`src/design/msq_pkg.sv`:
```
// ----------------------------------------------------------------------------
// msq_pkg
// Shared types, widths and helpers for the maximal square of ones block.
// ----------------------------------------------------------------------------
package msq_pkg;

  // widest image row the line buffer holds
  localparam int MAX_WIDTH = 1024;
  localparam int COL_W     = $clog2(MAX_WIDTH);
  localparam int SIDE_W    = COL_W + 1;
  localparam int AREA_W    = 2 * SIDE_W - 1;

  typedef logic [COL_W-1:0]  col_t;
  typedef logic [SIDE_W-1:0] side_t;
  typedef logic [AREA_W-1:0] area_t;

  // pixel as issued to the compute stage
  typedef struct packed {
    col_t col;
    logic first_row;
    logic pixel_is_one;
    logic end_of_frame;
  } issue_t;

  // finished frame result
  typedef struct packed {
    logic  valid;
    side_t side;
  } result_t;

  // zero width reads as one, oversize width saturates
  function automatic side_t width_in_use(side_t row_width);
    side_t w;
    if (row_width == '0) begin
      w = side_t'(1);
    end else if (row_width > side_t'(MAX_WIDTH)) begin
      w = side_t'(MAX_WIDTH);
    end else begin
      w = row_width;
    end
    return w;
  endfunction

endpackage

```
`src/design/msq_side_calc.sv`:
```
// ----------------------------------------------------------------------------
// msq_side_calc
// Compute stage: square side from up, left and up-left neighbors, line
// buffer write-back with forwarding, running largest side per frame.
// ----------------------------------------------------------------------------
module msq_side_calc
  import msq_pkg::*;
(
  input  logic    clk,
  input  logic    rst_n,
  input  logic    accept,
  input  issue_t  iss,
  input  side_t   rd_data,
  input  logic    out_busy,
  output logic    hold,
  output logic    wr_en,
  output col_t    wr_addr,
  output side_t   wr_data,
  output result_t res
);

  logic   s1_valid_r, s1_valid_nxt;
  issue_t s1_r;
  logic   fwd_hit_r;
  side_t  fwd_data_r;
  side_t  left_r;
  side_t  ul_r;
  side_t  best_r, best_nxt;
  logic   fire;
  side_t  up;
  side_t  min_ab;
  side_t  min3;
  side_t  side;
  side_t  best_new;

  // a frame-end pixel waits while the result register is still occupied
  assign hold = s1_valid_r && s1_r.end_of_frame && out_busy;
  assign fire = s1_valid_r && !hold;

  // up neighbor, bypassing a write that raced the read
  assign up = fwd_hit_r ? fwd_data_r : rd_data;

  // side of the largest square ending at this pixel
  assign min_ab = (up < left_r) ? up : left_r;
  assign min3   = (min_ab < ul_r) ? min_ab : ul_r;

  always_comb begin
    if (!s1_r.pixel_is_one) begin
      side = '0;
    end else if (s1_r.first_row || s1_r.col == '0) begin
      side = side_t'(1);
    end else begin
      side = min3 + side_t'(1);
    end
  end

  assign best_new = (side > best_r) ? side : best_r;

  always_comb begin
    best_nxt = best_r;
    if (fire) begin
      best_nxt = s1_r.end_of_frame ? '0 : best_new;
    end
  end

  always_comb begin
    s1_valid_nxt = s1_valid_r;
    if (accept) begin
      s1_valid_nxt = 1'b1;
    end else if (fire) begin
      s1_valid_nxt = 1'b0;
    end
  end

  // control state
  always_ff @(posedge clk) begin
    if (!rst_n) begin
      s1_valid_r <= 1'b0;
      best_r     <= '0;
    end else begin
      s1_valid_r <= s1_valid_nxt;
      best_r     <= best_nxt;
    end
  end

  // stage payload and forwarding capture
  always_ff @(posedge clk) begin
    if (accept) begin
      s1_r       <= iss;
      fwd_hit_r  <= fire && (s1_r.col == iss.col);
      fwd_data_r <= side;
    end
  end

  // neighbors for the next pixel
  always_ff @(posedge clk) begin
    if (fire) begin
      left_r <= side;
      ul_r   <= up;
    end
  end

  assign wr_en     = fire;
  assign wr_addr   = s1_r.col;
  assign wr_data   = side;
  assign res.valid = fire && s1_r.end_of_frame;
  assign res.side  = best_new;

endmodule

```
`config.mk`:
```
export PLATFORM = sky130hd
export DESIGN_NAME = msq_side_calc
export DESIGN_NICKNAME = d
export VERILOG_FILES = /design/src/design/msq_pkg.sv /design/src/design/msq_side_calc.sv
export SDC_FILE = /design/constraint.sdc
export NUM_CORES = 1
export LEC_CHECK = 0
export CAP_MARGIN = 20
export CORE_UTILIZATION = 64
export DETAILED_ROUTE_END_ITERATION = 8
export DONT_BUFFER_PORTS = 1
export PLACE_DENSITY = 0.81
export SYNTH_ARGS = -nofsm -noshare
export SYNTH_HDL_FRONTEND = slang
export SYNTH_SLANG_ARGS = --single-unit
```
`constraint.sdc`:
```
create_clock -name clk -period 8.4 [get_ports clk]
set_input_delay 0.84 -clock clk [delete_from_list [all_inputs] [get_ports clk]]
set_output_delay 0.84 -clock clk [all_outputs]
set_load 0.05 [all_outputs]
```
==> reports/results.ini, run 1 <==
[run_status]
status=finished clean

[drt]
wirelength_um=10100
first_pass_iters=5
drtIter0Drc=307
drc_errors=0
vias=3215
via_per_inst=6.53
post_drt_wl_per_cell_um=20.5
postRouteAntennaNets=0

[floorplanning]
coreArea_sq_mm=0.00599
fp.dieH_um=81.2
ios=63
rows=28
start_util_pct=67.1
fp.dieW_um=81.2
dieArea_sq_mm=0.00660

[critical_path]
reg2reg_to=best_r[6]
cpMostUsedCell=ha_1
critPathLaunchType=register
endpoint_kind=primary output
critPathMaxFanout=15
rrSetupSlack_ps=1000
slowest_delay_ps=470
required_ps=7560
setup.worst_path.class=register to primary output
reg2reg_depth=33
crit_arrival_ps=7340
r2r_start=fwd_hit_r
crit_slowest_cell=mux2_2

[pwr]
swShare_pct=37.8
pwr-share-seq_pct=34.6
power_density_mw_per_mm2=236
clkPwrFrac_pct=26.3
total_leakage_power_nw=1.81
power.total_mw=1.06
combPwrFrac_pct=39.1
vdd_drop_max_mv=0.203
switchingPower_mw=0.402
internal_power_mw=0.660

[clock_tree]
clkSlewWorstSetupHoldPaths_ps=70
cts.sinks=59
insertion_delay_ps=340
tritoncts=built
cts.path.max_buffers=2
h-tree-depth=3
cts_buffers=9
clock-root-buffer=clkbuf_8
cts-hold-fix-buffers=0

[timing]
slew_headroom_pct=26.4
min_period_ps=8180
fin_crit_sh_pct=97.3
finClkSkew_ps=12.0
slew_violations=0
hold_viol_final=0
tightest_slew_ps=1100
fin_hold_ws_ps=480
finalSetupViolations=0
fmax_ghz=0.122
finalSetupTns_ps=0
layout_setup_ws_ps=225

[placement]
gp_congestion=0.963
dp_hpwl_um=7130
place_ws_ps=50.6
portBuffers=0

[hold_path]
min_from=best_r[10]
hold_end=best_r[10]
whs_path_depth=2
min_path_type=register to register

[grt]
grt_pass1_vias=3140
use_met3_pct=6.85
grt_max_degree=27
grt_usage_pct=31.1
top_usage_layer=met2
grt_antenna_before_repair=0
grt-ovfl-total=0
grt_pass1_wl_um=15000
met1_usage_pct=38.2
use_met2_pct=52.8

[run]
max_cap_violations=0

[synthesis]
yosysMostFrequentCell=edfxtp_1
synth_ff_type=edfxtp_1
syn_area_sq_mm=0.00402
synth_warnings=0
synth_edf_count=47
syn_area_per_cell_sq_um=10.2
ys_ff_latch=59
yosysSeqAreaShare_pct=41.1
synth_area_leaders=edfxtp_1, ha_1, dfxtp_1, mux2_2, xnor2_1
synth_top_area_share_pct=35.1
syn-num-nets=452
synthTopCellsByCount=edfxtp_1, inv_1, ha_1
syn_inst=392
synth_cell_type_count=60
synthArstFlopShare_pct=0
yosys.area.top_type=edfxtp_1

[finish]
drive_gt1_share_pct=20.9
area_growth_pct=12.1
antenna_cells=0
fin_nets=472
final_core_utilization_pct=75.2

## flip-flops by register name (all words and copies together), names as in the netlist
register    flops
ul_r           11
left_r         11
s1_valid_r      1
best_r         11
s1_r            3
fwd_data_r     11
wr_addr        10
fwd_hit_r       1
## layer usage
| layer | wire (um) | part of all wire (%) |
|---|---|---|
| met5 | 0 | 0 |
| met4 | 193 | 1.9 |
| met3 | 808 | 8.0 |
| met2 | 4970 | 49 |
| met1 | 4090 | 41 |
## placed cells by master (no fill, tap or decap), types with 7 or more instances in the layout
| master | Yosys | routed |
|---|---|---|
| edfxtp_1 | 47 | 47 |
| inv_1 | 39 | 39 |
| ha_1 | 32 | 31 |
| nand2_1 | 30 | 30 |
| buf_4 | 11 | 24 |
| xnor2_1 | 18 | 18 |
| a21oi_1 | 18 | 16 |
| nand3_1 | 16 | 16 |
| mux2_2 | 14 | 14 |
| o21ai_0 | 13 | 13 |
| dfxtp_1 | 12 | 12 |
| nor2_1 | 12 | 10 |
| clkbuf_8 | 0 | 9 |
| and3_1 | 7 | 7 |
| and2_1 | 8 | 7 |
## cell families after synthesis
group           synth area share, %
simple gates                   13.6
compound gates                 16.6
xor+xnor                       4.14
flops                          41.1
mux                            7.13
buf+inv                        7.41
fa+ha+maj                      9.97
## power by group through the flow
stage | sequential (mW) | combinational [mW] | clock (mW)
after floorplan | 0.355 | 0.292 | 0
after global placement | 0.373 | 0.346 | 0
after detailed placement | 0.374 | 0.357 | 0
after CTS | 0.367 | 0.367 | 0.280
after global routing | 0.370 | 0.436 | 0.292
final | 0.368 | 0.415 | 0.279
## area by class of cell
class,count,area (sq um)
multi-input combinational,275,2150
sequential,59,1650
fill,380,1490
timing repair buffer,28,251
inverter,39,146
clock buffer,11,131
tap,75,93.8
clock inverter,5,77.6
## per-stage QoR
stage,area (sq um),instances
floorplan,4040,392
global placement,4170,466
detailed placement,4170,466
CTS,4400,484
global route,4510,492
finish,4510,492
## critical path: cells and delay by family, from the launching register on
family	cells	cell delay, ps
flops	1	390
xor+xnor	1	140
simple gates	7	1060
mux	4	1490
fa+ha+maj	4	1050
buf+inv	4	660
compound gates	10	2190
## worst max-delay path by stage
| stage | from | to | slack [ps] | depth (start not counted) |
|---|---|---|---|---|
| 2_1_floorplan | rd_data[10] | res[6] | -5 | 30 |
| 3_3_place_gp | rd_data[10] | res[6] | 370 | 25 |
| 3_5_place_dp | fwd_hit_r | res[3] | 50 | 29 |
| 4_1_cts | fwd_hit_r | res[3] | 70 | 30 |
| 5_1_grt | fwd_hit_r | res[0] | -100 | 33 |
| 6_report | fwd_hit_r | res[1] | 220 | 30 |
## repair_timing
action                                  CTS  global route
endpoints found under the setup margin   11            11
gates cloned                              0             1
pin swaps                                 0             5
setup buffers                             2             7
resized for setup                         1            13
Power figures use the tool's default switching activity.
==> run 2, diff against run 1 <==
CORE_UTILIZATION = 65   (was 64)
MAX_ROUTING_LAYER = met4   (was not set)
PLACE_DENSITY = 0.82   (was 0.81)
REMOVE_ABC_BUFFERS = 1   (was not set)
clock period = 10.1 ns   (was 8.4 ns; I/O delays follow)
==> reports/results.ini, run 2 (synthesized netlist as in run 1, its figures left out) <==
[finish]
drive_gt1_share_pct=13.4
final_common_cell=edfxtp_1
layout.cells.non_filler=479
most-common-layout-cells=edfxtp_1, inv_1, ha_1
area_growth_pct=6.66
fin_nets=459
antenna_cells=0

[placement]
dp_hpwl_um=6740
portBuffers=0
gp_congestion=0.993
placed_cells=458

[timing]
tightest_slew_ps=1100
slew_headroom_pct=26.2
slew_violations=0
hold_viol_final=0
rsz0062_at_grt=false
fin_crit_sh_pct=95.1
fmax_ghz=0.104
finClkSkew_ps=8.37
min_period_ps=9610
finalSetupViolations=0
finalSetupTns_ps=0

[pwr]
power_density_mw_per_mm2=188
total_leakage_power_nw=1.71
vdd_drop_max_mv=0.153

[clock_tree]
cts.sinks=59
insertion_delay_ps=340
cts_buffers=9
tritoncts=built
cts.path.max_buffers=2
h-tree-depth=3
cts-hold-fix-buffers=0
cts_setup_buffers=0
clkSlewWorstSetupHoldPaths_ps=70
clock-root-buffer=clkbuf_8
cts-resized-gates=0

[critical_path]
cp_num_buf_inv=3
critPathMaxFanout=18
slowest_delay_ps=560
required_ps=9090
path_delay_family=compound AO/OA/AOI/OAI gates
crit_arrival_ps=8600
cpMostUsedCell=ha_1
endpoint_kind=primary output
critPathLaunchType=input port
setup.worst_path.class=input port to primary output
crit_slowest_cell=a221oi_4

[grt]
grt_usage_pct=29.8
grt_pass1_wl_um=13800
grt-ovfl-total=0
grt_pass1_vias=2944
grt_antenna_before_repair=0
grt_max_degree=27

[floorplanning]
fp.dieH_um=80.6
fp.dieW_um=80.6
ios=63
start_util_pct=67.5
rows=28
coreArea_sq_mm=0.00596
dieArea_sq_mm=0.00650

[drt]
drc_errors=0
wirelength_um=9010
first_pass_iters=5
drtIter0Drc=354
vias=3070
postRouteAntennaNets=0
post_drt_wl_per_cell_um=18.8
via_per_inst=6.41

[run_status]
status=finished clean

[run]
max_cap_violations=0

[hold_path]
min_path_type=register to register

-- run 2: cell types whose count changed in the layout (fill, tap and decap cells not counted), sizes merged --
cell | previous run | this run
clkbuf | 11 | 10
bufinv | 2 | 1
or2 | 3 | 2
clkinvlp | 1 | 3
buf | 28 | 16
-- run 2: worst paths after layout --
kind                from    endpoint  slack [ps]  cells past startpoint
max          rd_data[10]      res[3]         490                     30
min           best_r[10]  best_r[10]         480                      2
max reg2reg    fwd_hit_r   best_r[7]        1770                     32
min reg2reg   best_r[10]  best_r[10]         480                      2
-- run 2: per-stage QoR --
stage | worst slack (ps) | hold WS [ps] | utilization, % | instance area, sq um | power (mW)
after global routing | 132 | 501 | 72.0 | 4290 | 0.834
final | 492 | 475 | 72.0 | 4290 | 0.804
after CTS | 306 | 478 | 71.3 | 4250 | 0.794
after detailed placement | 644 | 468 | 68.1 | 4050 | 0.585
after global placement | 870 | 462 | 68.1 | 4050 | 0.578
after floorplan | 944 | 445 | - | 3870 | 0.520
-- run 2: routing by layer --
metal	vias to the layer above	track usage, %	wire [um]
li1	1460	-	-
met1	1429	38.2	3890
met2	157	47.2	4270
met3	24	5.57	676
met4	0	10.7	169
met5	-	-	0
-- run 2: layout make-up --
cell class	count	area [sq um]
clock inverters	6	66.3
repair buffers	16	120
fillers	427	1670
multi-input cells	274	2080
flip-flops and latches	59	1650
well taps	75	93.8
inverters	39	146
clock buffers	10	128
-- run 2: where the power goes --
part | internal (mW) | switching, mW | leakage, nW
Clock | 0.114 | 0.0973 | 0.0885
Combinational | 0.0933 | 0.194 | 1.06
Sequential | 0.283 | 0.0219 | 0.556
-- run 2: worst min-delay path, stage by stage (launching register included) --
cell     delay, ps
dfxtp_1        310
nand3_1         60
o31ai_1         60
