`src/design/msq_pkg.sv`:
```
// ----------------------------------------------------------------------------
// msq_pkg
// Shared types, widths and helpers for the maximal square of ones block.
// ----------------------------------------------------------------------------
package msq_pkg;

  // widest image row the line buffer holds
  localparam int MAX_WIDTH = 1024;
  localparam int COL_W     = $clog2(MAX_WIDTH);
  localparam int SIDE_W    = COL_W + 1;
  localparam int AREA_W    = 2 * SIDE_W - 1;

  typedef logic [COL_W-1:0]  col_t;
  typedef logic [SIDE_W-1:0] side_t;
  typedef logic [AREA_W-1:0] area_t;

  // pixel as issued to the compute stage
  typedef struct packed {
    col_t col;
    logic first_row;
    logic pixel_is_one;
    logic end_of_frame;
  } issue_t;

  // finished frame result
  typedef struct packed {
    logic  valid;
    side_t side;
  } result_t;

  // zero width reads as one, oversize width saturates
  function automatic side_t width_in_use(side_t row_width);
    side_t w;
    if (row_width == '0) begin
      w = side_t'(1);
    end else if (row_width > side_t'(MAX_WIDTH)) begin
      w = side_t'(MAX_WIDTH);
    end else begin
      w = row_width;
    end
    return w;
  endfunction

endpackage

```
`src/design/msq_scan_ctrl.sv`:
```
// ----------------------------------------------------------------------------
// msq_scan_ctrl
// Raster position tracking: column index and first-row flag per pixel.
// ----------------------------------------------------------------------------
module msq_scan_ctrl
  import msq_pkg::*;
(
  input  logic   clk,
  input  logic   rst_n,
  input  side_t  row_width,
  input  logic   accept,
  input  logic   pixel_is_one,
  input  logic   end_of_frame,
  output issue_t iss
);

  col_t  col_r, col_nxt;
  logic  first_r, first_nxt;
  side_t w;
  col_t  cur_col;
  logic  cur_first;
  side_t col_inc;

  assign w = width_in_use(row_width);

  // position of the pixel being accepted
  always_comb begin
    if (side_t'(col_r) >= w) begin
      cur_col   = '0;
      cur_first = 1'b0;
    end else begin
      cur_col   = col_r;
      cur_first = first_r;
    end
  end

  // position of the following pixel
  assign col_inc = side_t'(cur_col) + side_t'(1);

  always_comb begin
    col_nxt   = col_r;
    first_nxt = first_r;
    if (accept) begin
      if (end_of_frame) begin
        col_nxt   = '0;
        first_nxt = 1'b1;
      end else if (col_inc >= w) begin
        col_nxt   = '0;
        first_nxt = 1'b0;
      end else begin
        col_nxt   = col_inc[COL_W-1:0];
        first_nxt = cur_first;
      end
    end
  end

  always_ff @(posedge clk) begin
    if (!rst_n) begin
      col_r   <= '0;
      first_r <= 1'b1;
    end else begin
      col_r   <= col_nxt;
      first_r <= first_nxt;
    end
  end

  assign iss.col          = cur_col;
  assign iss.first_row    = cur_first;
  assign iss.pixel_is_one = pixel_is_one;
  assign iss.end_of_frame = end_of_frame;

endmodule

```
`config.mk`:
```
export PLATFORM = sky130hd
export DESIGN_NAME = msq_scan_ctrl
export DESIGN_NICKNAME = d
export VERILOG_FILES = /design/src/design/msq_pkg.sv /design/src/design/msq_scan_ctrl.sv
export SDC_FILE = /design/constraint.sdc
export NUM_CORES = 1
export LEC_CHECK = 0
export BUFFER_PORTS_ARGS = -buffer_cell sky130_fd_sc_hd__buf_4
export CAP_MARGIN = 20
export CORE_UTILIZATION = 40
export CTS_CLUSTER_DIAMETER = 200
export CTS_CLUSTER_SIZE = 20
export DETAILED_ROUTE_END_ITERATION = 6
export PLACE_DENSITY = 0.66
export SYNTH_ARGS = -nofsm -noshare
export SYNTH_HDL_FRONTEND = slang
export SYNTH_SLANG_ARGS = --single-unit
```
`constraint.sdc`:
```
create_clock -name clk -period 4.9 [get_ports clk]
set_input_delay 0.245 -clock clk [delete_from_list [all_inputs] [get_ports clk]]
set_output_delay 0.245 -clock clk [all_outputs]
set_load 0.05 [all_outputs]
```
==> impl_metrics.env, run 1 <==
export IMPL_syn2layout_area_growth_pct=18.9
export IMPL_num_io_pins=29
export IMPL_internal_power_uw=148
export IMPL_period_share=0.917
export IMPL_nets=231
export IMPL_dpl_hpwl_mm=2.57
export IMPL_cts_resized_gates=0
export IMPL_yosysTopAreaCell="ha_1"
export IMPL_synth_seq_cells=11
export IMPL_tritoncts="done"
export IMPL_final_max_slew_viol_count=0
export IMPL_tightest_slew_ps=720
export IMPL_tns_ps=0
export IMPL_critPathMaxFanout=5
export IMPL_setup_violations=0
export IMPL_ys_warn_count=0
export IMPL_grtUsageMet3=0.0513
export IMPL_remaining_drc_errors=4
export IMPL_grt_pass1_vias=1223
export IMPL_peakVddDrop_v=0.000121
export IMPL_critPathRequiredTime_ps=5100
export IMPL_p_sw_uw=66.0
export IMPL_totalWireLength_mm=3.11
export IMPL_synth_top_area_share=0.222
export IMPL_synth_area_um2=1240
export IMPL_cts_hold_buf=0
export IMPL_firstDrtPassIters=6
export IMPL_power_uw=214
export IMPL_combinationalPowerShare=0.280
export IMPL_vias=1300
export IMPL_port_buffers=26
export IMPL_p_leak_nw=0.697
export IMPL_ant_nets=0
export IMPL_p_per_area_nw_per_um2=145
export IMPL_post_cts_setup_buffer_count=0
export IMPL_slew_headroom=0.519
export IMPL_fin_skew_ps=1.60
export IMPL_grtUsageMet2=0.347
export IMPL_die_x_um=57.7
export IMPL_synth_common_cells="nand2_1, ha_1, inv_1, a21oi_1"
export IMPL_drt_iter0_drc=37
export IMPL_start_util=0.436
export IMPL_yosys_cell_count_top_type="nand2_1"
export IMPL_grt_pass1_wl_mm=5.19
export IMPL_fillers=289
export IMPL_pwr_share_clk=0.294
export IMPL_synth_ff_type="dfxtp_1"
export IMPL_max_freq_ghz=0.222
export IMPL_via_per_inst=5.83
export IMPL_insertion_delay_ps=270
export IMPL_synth_area_per_cell_um2=7.44
export IMPL_diodes=0
export IMPL_grt_antenna_before_repair=0
export IMPL_dieArea_um2=3330
export IMPL_outcome="finished with violations"
export IMPL_hold_viol=0
export IMPL_htree_levels=1
export IMPL_violations="DRC"
export IMPL_period_needed_ps=4490
export IMPL_clock_sinks=11
export IMPL_clk_path_buf_depth=2
export IMPL_ys_seq_area_frac=0.177
export IMPL_sw_frac_of_total=0.309
export IMPL_core_um2=2850
export IMPL_wl_per_cell_um=13.9
export IMPL_path_class="input pin to register"
export IMPL_crit_arrival_ps=4690
export IMPL_hold_slack_ps=196
export IMPL_netlist_instances=167
export IMPL_drive_gt1_frac=0.203
export IMPL_grtUsageTotal=0.199
export IMPL_finalWeightedCongestion=0.810
export IMPL_synthTopCellsByArea="ha_1, dfxtp_1, nand2_1"
export IMPL_rsz0062_at_grt="no"
export IMPL_rows=19
export IMPL_synth_cell_types=38
export IMPL_synth_nets=205
export IMPL_hold_class="input pin to register"
export IMPL_synthArstFlopShare=0
export IMPL_synth_edff_count=0
export IMPL_die_h_um=57.7
export IMPL_cp_start_kind="input pin"
export IMPL_met1_usage=0.253
export IMPL_grt_max_degree=12
export IMPL_grt_ovfl_total=0
export IMPL_grt_busiest_layer="met2"
export IMPL_clkTransAtPathRegs_ps=70
export IMPL_cts_made_buffers=3
export IMPL_root_buffer="clkbuf_4"
export IMPL_seqPwrFrac=0.426
export IMPL_cp_end_kind="register"
export IMPL_max_cap_viol_count=0
[state kept, by name (all words and copies together) (netlist names)]
register and flops:
col_r 10, first_r 1
[worst max-delay path, cell delays in order]
cell      delay (ps)
buf_4            120
nor4_2           330
a31oi_1          130
nor2_1           180
ha_1             260
nor2b_1          100
o21ai_1           80
a21oi_1          170
o22a_1           180
nand2_1           80
inv_1            110
ha_1             200
inv_1             90
nor3_1           300
and3_1           250
inv_1             60
nand2_1           60
a21oi_1           60
ha_1             210
or3_4            390
a211oi_2         250
o211ai_1         160
a21oi_2          200
nand3_1          230
o22ai_1          220
[kinds of logic (layout without fill, tap and decap cells)]
group | Yosys count | in the layout | share of synthesized area
AOI/OAI and AO/OA | 46 | 46 | 0.246
xor gates and xnor gates | 3 | 3 | 0.0212
adders and majority gates | 22 | 22 | 0.222
buffers and inverters | 24 | 49 | 0.0947
DFF | 11 | 11 | 0.177
and+or+nand+nor | 61 | 61 | 0.240
[power by group through the flow]
| stage | sequential, mW | combinational [mW] | clock (mW) |
|---|---|---|---|
| 2_1_floorplan | 0.0930 | 0.0424 | 0 |
| 3_3_place_gp | 0.0932 | 0.0579 | 0 |
| 3_5_place_dp | 0.0932 | 0.0595 | 0 |
| 4_1_cts | 0.0911 | 0.0597 | 0.0650 |
| 5_1_grt | 0.0912 | 0.0668 | 0.0708 |
| 6_report | 0.0911 | 0.0599 | 0.0628 |
[placed cells by master, fill, tap and decap left out, types with 2 or more instances in the layout]
cell       n
nor2_1    11
o21a_1     2
xor2_1     2
o22ai_1    7
and3_1     3
clkbuf_4   3
a32o_1     3
nand2b_1   4
nand3_1    7
ha_1      22
buf_4     30
inv_1     14
dfxtp_1   11
o211ai_1   2
a21o_1     3
nor2b_1    2
a21oi_1   12
nand2_1   23
o21ai_1    2
a31oi_1    8
and2_1     3
nand4_1    2
[per-stage QoR]
stage | util | setup slack (ps) | cell area [µm²] | instances
4_1_cts | 0.516 | 370 | 1470 | 223
5_1_grt | 0.518 | 15.3 | 1480 | 223
3_3_place_gp | 0.507 | 219 | 1450 | 219
6_report | 0.518 | 405 | 1480 | 223
2_1_floorplan | - | 391 | 1240 | 167
3_5_place_dp | 0.507 | 92.3 | 1450 | 219
[area by class of cell]
class / count / area (µm²) / share of cell area
multi-input combinational: 132 / 911 / 0.616
timing repair buffer: 30 / 225 / 0.152
sequential: 11 / 220 / 0.149
inverter: 15 / 56.3 / 0.0381
tap: 31 / 38.8 / 0.0262
clock buffer: 4 / 26.3 / 0.0178
[final timing paths]
path / start / slack [ps] / endpoint / depth (start not counted)
setup / recovery: row_width[6] / 410 / col_r[5] / 25
hold / removal: rst_n / 200 / first_r / 2
setup reg to reg: col_r[6] / 580 / col_r[5] / 21
hold reg to reg: first_r / 500 / first_r / 2
[layer usage]
| layer | wire length [µm] | part of all wire |
|---|---|---|
| met5 | 0 | 0 |
| met2 | 1500 | 0.48 |
| met1 | 1450 | 0.47 |
| met3 | 142 | 0.046 |
| met4 | 23 | 0.0074 |
No activity file was read; power rests on OpenSTA's default activity.
==> run 2: changes to the inputs <==
--- a/config.mk
+++ b/config.mk
@@ -7,11 +7,11 @@
 export LEC_CHECK = 0
 export BUFFER_PORTS_ARGS = -buffer_cell sky130_fd_sc_hd__buf_4
 export CAP_MARGIN = 20
-export CORE_UTILIZATION = 40
+export CORE_UTILIZATION = 52
 export CTS_CLUSTER_DIAMETER = 200
 export CTS_CLUSTER_SIZE = 20
 export DETAILED_ROUTE_END_ITERATION = 6
-export PLACE_DENSITY = 0.66
+export PLACE_DENSITY = 0.82
 export SYNTH_ARGS = -nofsm -noshare
 export SYNTH_HDL_FRONTEND = slang
 export SYNTH_SLANG_ARGS = --single-unit
==> run 2 against run 1 <==
Clock power is essentially flat. Sequential power is essentially flat. The flow now finishes without violations. Global-route usage grew 7.3 points. Hold slack lost 8.3 ps. Power shrank 0.13%.
==> impl_metrics.env, run 2 (same netlist as run 1, synthesis figures left out) <==
export IMPL_critPathRequiredTime_ps=5100
export IMPL_max_freq_ghz=0.224
export IMPL_p_per_area_nw_per_um2=146
export IMPL_slew_headroom=0.587
export IMPL_hold_end="first_r"
export IMPL_port_buffers=26
export IMPL_multi_input_area_um2=910
export IMPL_outcome="finished, final reports clean"
export IMPL_postLayoutCoreUtil=0.656
export IMPL_fin_skew_ps=2.49
export IMPL_cts_hold_buf=0
export IMPL_dieArea_um2=2590
export IMPL_nets=230
export IMPL_dpl_cell_area_um2=1430
export IMPL_remaining_drc_errors=0
export IMPL_largest_reg_flops=10
export IMPL_wl_per_cell_um=14.4
export IMPL_grt_max_degree=16
export IMPL_holdPathStages=2
export IMPL_r2r_cells=22
export IMPL_tritoncts="done"
export IMPL_p_leak_nw=0.692
export IMPL_peakVddDrop_v=0.000173
export IMPL_r2r_setup_slack_ps=580
export IMPL_finalWeightedCongestion=0.892
export IMPL_drive_gt1_frac=0.199
export IMPL_syn2layout_area_growth_pct=17.9
export IMPL_finalInstanceArea_um2=1470
export IMPL_totalWireLength_mm=3.14
export IMPL_max_cap_viol_count=0
export IMPL_met1_usage=0.309
export IMPL_start_util=0.556
export IMPL_clkTransAtPathRegs_ps=70
export IMPL_dpl_hpwl_mm=2.57
export IMPL_timing_rr_end="col_r[4]"
export IMPL_num_io_pins=29
export IMPL_die_x_um=50.9
export IMPL_cts_made_buffers=3
export IMPL_holdCritStartpoint="rst_n"
export IMPL_crit_arrival_ps=4670
export IMPL_hold_class="input pin to register"
export IMPL_root_buffer="clkbuf_4"
export IMPL_rsz0062_at_grt="no"
export IMPL_grt_pass1_vias=1304
export IMPL_top_regs="col_r: 10 flops, first_r: 1 flops"
export IMPL_via_per_inst=6.03
export IMPL_final_cell_mix="buf_4, nand2_1, ha_1, inv_1, a21oi_1"
export IMPL_timing_rr_start="col_r[6]"
export IMPL_critPathMaxFanout=8
export IMPL_setup_violations=0
export IMPL_fillers=210
export IMPL_final_max_slew_viol_count=0
export IMPL_path_class="input pin to register"
export IMPL_grt_ovfl_total=0
export IMPL_insertion_delay_ps=270
export IMPL_die_h_um=50.9
export IMPL_tightest_slew_ps=619
export IMPL_vias=1320
export IMPL_grt_busiest_layer="met2"
export IMPL_rows=17
export IMPL_tns_ps=0
export IMPL_core_um2=2230
export IMPL_grt_pass1_wl_mm=5.31
export IMPL_hold_viol=0
export IMPL_period_needed_ps=4470
export IMPL_grt_antenna_before_repair=0
export IMPL_top_register="col_r"
export IMPL_clk_path_buf_depth=2
export IMPL_grtUsageTotal=0.272
export IMPL_final_common_cell="buf_4"
export IMPL_grtUsageMet2=0.504
export IMPL_diodes=0
export IMPL_cp_start_kind="input pin"
export IMPL_grtUsageMet3=0.0446
export IMPL_period_share=0.913
export IMPL_ant_nets=0
export IMPL_clock_sinks=11
export IMPL_firstDrtPassIters=4
export IMPL_regArea_um2=220
export IMPL_cp_end_kind="register"
export IMPL_htree_levels=1
export IMPL_drt_iter0_drc=24
-- run 2: cell count changes in the layout (fill, tap and decap cells not counted), sizes merged --
cell / before / now
buf: 30 / 29
-- run 2: cell type report --
type                    count  area share
inverters                  15      0.0384
flip-flops and latches     11       0.150
well taps                  28      0.0239
repair buffers             29       0.149
clock buffers               4      0.0179
multi-input cells         132       0.621
-- run 2: timing repair --
action / 4_1_cts / 5_1_grt
gates resized for setup: 0 / 1
setup buffers: 0 / 0
endpoints found under the setup margin: 0 / 5
-- run 2: critical path, cell delays in order --
cell	delay, ps
buf_4	110
nor4_1	290
a31oi_1	120
nor2_1	170
ha_1	260
nor2b_1	110
o21ai_1	80
a21oi_1	190
o22a_1	230
nand2_1	100
inv_1	120
ha_1	210
inv_1	100
nor3_2	220
and3_1	270
inv_1	80
nand2_1	70
a21oi_1	70
ha_1	180
or3_4	390
a211oi_2	230
o211ai_1	160
a21oi_2	220
buf_4	190
a31oi_1	100
o22ai_1	170
-- run 2: where the power goes --
part	switching [mW]	internal (mW)	leakage, nW	total [mW]
logic	0.0340	0.0256	0.588	0.0595
registers	0.000824	0.0903	0.0888	0.0911
clock network	0.0314	0.0316	0.0150	0.0629
total	0.0662	0.147	0.692	0.214
-- run 2: worst max path at each step --
stage	startpoint	to	slack, ps	cells past startpoint
2_1_floorplan	row_width[10]	col_r[8]	390	25
3_3_place_gp	row_width[6]	col_r[5]	280	26
3_5_place_dp	row_width[6]	col_r[3]	80	26
4_1_cts	row_width[6]	col_r[4]	350	26
5_1_grt	row_width[6]	col_r[3]	90	26
6_report	row_width[6]	col_r[4]	430	26
-- run 2: routing by layer --
metal | up-vias | routed length [µm]
met1 | 600 | 1330
met2 | 59 | 1550
li1 | 650 | -
met5 | - | 0
met4 | 0 | 85
met3 | 11 | 174
-- run 2: through the flow --
| step | hold WS [ps] | worst slack (ps) | total power, mW | instances |
|---|---|---|---|---|
| 5_1_grt | 203 | 93.9 | 0.226 | 219 |
| 4_1_cts | 185 | 353 | 0.215 | 219 |
| 6_report | 187 | 427 | 0.214 | 219 |
| 2_1_floorplan | 334 | 391 | 0.135 | 167 |
| 3_3_place_gp | 472 | 278 | 0.150 | 215 |
| 3_5_place_dp | 474 | 79.8 | 0.152 | 215 |
==> run 3: changes to the inputs <==
--- a/config.mk
+++ b/config.mk
@@ -5,13 +5,15 @@
 export SDC_FILE = /design/constraint.sdc
 export NUM_CORES = 1
 export LEC_CHECK = 0
+export ABC_AREA = 1
 export BUFFER_PORTS_ARGS = -buffer_cell sky130_fd_sc_hd__buf_4
 export CAP_MARGIN = 20
 export CORE_UTILIZATION = 52
 export CTS_CLUSTER_DIAMETER = 200
 export CTS_CLUSTER_SIZE = 20
 export DETAILED_ROUTE_END_ITERATION = 6
-export PLACE_DENSITY = 0.82
+export PLACE_DENSITY = 0.81
+export SETUP_SLACK_MARGIN = 0.2
 export SYNTH_ARGS = -nofsm -noshare
 export SYNTH_HDL_FRONTEND = slang
 export SYNTH_SLANG_ARGS = --single-unit
==> run 3 against run 2 <==
Synthesized cell count increased by 29%. Die area rose by 8.6%. Synthesized area rose by 9.0%. Cell count is 25% higher. Clock skew increased by 2.7 ps. Hold slack better by 11 ps. Non-clock buffer count unchanged. Cell area rose by 10%. Register-to-register slack better by 660 ps. Critical path type unchanged. Critical endpoint is now col_r[0]. Largest cell class unchanged. Largest power group unchanged.
==> impl_metrics.env, run 3 <==
export IMPL_outcome="finished, final reports clean"
export IMPL_p_leak_nw=0.891
export IMPL_p_per_area_nw_per_um2=136
export IMPL_tns_ps=0
export IMPL_post_cts_setup_buffer_count=0
export IMPL_r2r_setup_slack_ps=1240
export IMPL_timing_rr_end="col_r[0]"
export IMPL_port_buffers=26
export IMPL_rsz0062_at_grt="no"
export IMPL_wl_per_cell_um=11.6
export IMPL_htree_levels=1
export IMPL_num_io_pins=29
export IMPL_period_share=0.840
export IMPL_largest_reg_flops=10
export IMPL_synth_simple_area_share=0.404
export IMPL_ys_warn_count=0
export IMPL_max_cap_viol_count=0
export IMPL_grt_max_degree=12
export IMPL_nets=283
export IMPL_synth_common_cells="nand2_1, inv_1, ha_1, nor2_1, a21oi_1"
export IMPL_synth_area_per_cell_um2=6.30
export IMPL_final_common_cell="nand2_1"
export IMPL_critPathMaxFanout=9
export IMPL_synth_cell_types=29
export IMPL_synth_top_area_share=0.203
export IMPL_yosys_cell_count_top_type="nand2_1"
export IMPL_core_um2=2480
export IMPL_tritoncts="done"
export IMPL_clkTransAtPathRegs_ps=70
export IMPL_grt_pass1_vias=1217
export IMPL_cts_resized_gates=0
export IMPL_clk_path_buf_depth=2
export IMPL_critPathRequiredTime_ps=5100
export IMPL_insertion_delay_ps=270
export IMPL_hold_class="input pin to register"
export IMPL_slew_headroom=0.763
export IMPL_dpl_hpwl_mm=2.76
export IMPL_synth_xor_area_frac=0.0185
export IMPL_cts_hold_buf=0
export IMPL_synthArstFlopShare=0
export IMPL_synthMuxAreaShare=0
export IMPL_synth_ff_type="dfxtp_1"
export IMPL_top_register="col_r"
export IMPL_dieArea_um2=2810
export IMPL_grt_antenna_before_repair=0
export IMPL_final_cells=274
export IMPL_remaining_drc_errors=0
export IMPL_peakVddDrop_v=0.000175
export IMPL_grt_pass1_wl_mm=5.20
export IMPL_grtUsageTotal=0.253
export IMPL_timing_rr_start="col_r[2]"
export IMPL_final_cell_mix="nand2_1, buf_4, inv_1, ha_1, a21oi_1"
export IMPL_via_per_inst=5.16
export IMPL_top_regs="col_r: 10 flops, first_r: 1 flops"
export IMPL_holdPathStages=2
export IMPL_hold_end="first_r"
export IMPL_cp_start_kind="input pin"
export IMPL_max_freq_ghz=0.243
export IMPL_final_max_slew_viol_count=0
export IMPL_firstDrtPassIters=4
export IMPL_netlist_instances=215
export IMPL_ant_nets=0
export IMPL_fin_skew_ps=5.21
export IMPL_die_x_um=53.0
export IMPL_synth_area_um2=1350
export IMPL_synth_seq_cells=11
export IMPL_synthAdderAreaFrac=0.203
export IMPL_period_needed_ps=4120
export IMPL_synth_top_family_by_area="simple AND/OR/NAND/NOR gates"
export IMPL_synth_compound_area_frac=0.106
export IMPL_placed_cells=270
export IMPL_synthTopCellsByArea="ha_1, nand2_1, dfxtp_1"
export IMPL_hold_viol=0
export IMPL_rows=18
export IMPL_vias=1414
export IMPL_totalWireLength_mm=3.18
export IMPL_fillers=228
export IMPL_synth_nets=253
export IMPL_ys_seq_area_frac=0.163
export IMPL_drive_gt1_frac=0.184
export IMPL_diodes=0
export IMPL_crit_arrival_ps=4320
export IMPL_clock_sinks=11
export IMPL_die_h_um=53.0
export IMPL_yosysTopAreaCell="ha_1"
export IMPL_setup_violations=0
export IMPL_cts_made_buffers=3
export IMPL_drt_iter0_drc=26
export IMPL_start_util=0.546
export IMPL_grt_ovfl_total=0
export IMPL_path_class="input pin to register"
export IMPL_cp_end_kind="register"
export IMPL_root_buffer="clkbuf_4"
export IMPL_finalWeightedCongestion=0.896
export IMPL_tightest_slew_ps=356
export IMPL_syn2layout_area_growth_pct=19.2
export IMPL_r2r_cells=21
export IMPL_synth_edff_count=0
export IMPL_holdCritStartpoint="rst_n"
-- run 3: cell count changes after synthesis, moves of 5 or more --
cell | before | now
nor2_1 | 11 | 18
nand2_1 | 23 | 68
o22ai_1 | 7 | 1
a31oi_1 | 8 | 0
inv_1 | 14 | 28
a21oi_1 | 12 | 17
nand3_1 | 7 | 13
-- run 3: per-layer routing --
| metal | share of wire | vias up | global-route usage | wire length (µm) |
|---|---|---|---|---|
| met1 | 0.51 | 624 | 0.349 | 1630 |
| met3 | 0.035 | 4 | 0.0259 | 111 |
| li1 | - | 757 | - | - |
| met5 | 0 | - | 0 | 0 |
| met4 | 0.0097 | 0 | 0.0526 | 31 |
| met2 | 0.44 | 29 | 0.420 | 1410 |
-- run 3: how the worst max path moves through the flow --
stage	from	end	slack, ps
2_1_floorplan	row_width[3]	col_r[0]	410
3_3_place_gp	row_width[3]	col_r[0]	590
3_5_place_dp	row_width[3]	col_r[0]	520
4_1_cts	row_width[3]	col_r[6]	780
5_1_grt	row_width[3]	col_r[8]	320
6_report	row_width[3]	col_r[0]	780
-- run 3: power breakdown --
part / internal (mW) / switching [mW]
logic: 0.0254 / 0.0409
clock network: 0.0315 / 0.0303
registers: 0.0906 / 0.000721
total: 0.147 / 0.0720
-- run 3: layout make-up --
cell class | count | area [µm²] | share of cell area
Timing Repair Buffer | 29 | 218 | 0.135
Tap cell | 30 | 37.5 | 0.0233
Sequential cell | 11 | 220 | 0.136
Clock buffer | 4 | 26.3 | 0.0163
Inverter | 31 | 116 | 0.0721
Multi-Input combinational cell | 169 | 996 | 0.617
-- run 3: kinds of logic after synthesis --
logic type | Yosys count
flops | 11
fa+ha+maj | 22
simple gates | 118
compound gates | 27
xor+xnor | 2
buf+inv | 35
-- run 3: metrics by stage --
step / power [mW] / instance area, µm² / util / hold WS, ps / setup WS [ps]
6_report: 0.219 / 1610 / 0.652 / 199 / 785
5_1_grt: 0.235 / 1610 / 0.652 / 199 / 322
4_1_cts: 0.222 / 1610 / 0.652 / 201 / 783
3_5_place_dp: 0.159 / 1590 / 0.641 / 475 / 519
3_3_place_gp: 0.159 / 1590 / 0.641 / 470 / 592
2_1_floorplan: 0.138 / 1360 / - / 344 / 408
-- run 3: worst max-delay path, cell delays in order --
cell and delay (ps):
buf_4 110, nor4_1 280, nand3_1 130, nand2_1 220
nand2_1 150, ha_1 330, nand2_1 80, inv_1 40
nand2_1 80, inv_1 40, nand2_1 60, nand2_1 110
nor2_8 160, inv_2 110, nor2_2 170, ha_1 220
nand3_2 100, nor2_4 160, nand4_1 120, and2_1 190
ha_1 280, a21oi_1 150, o21a_1 120, nand4_1 130
nor3_2 150, buf_4 160, o21ai_0 80, a21oi_1 120
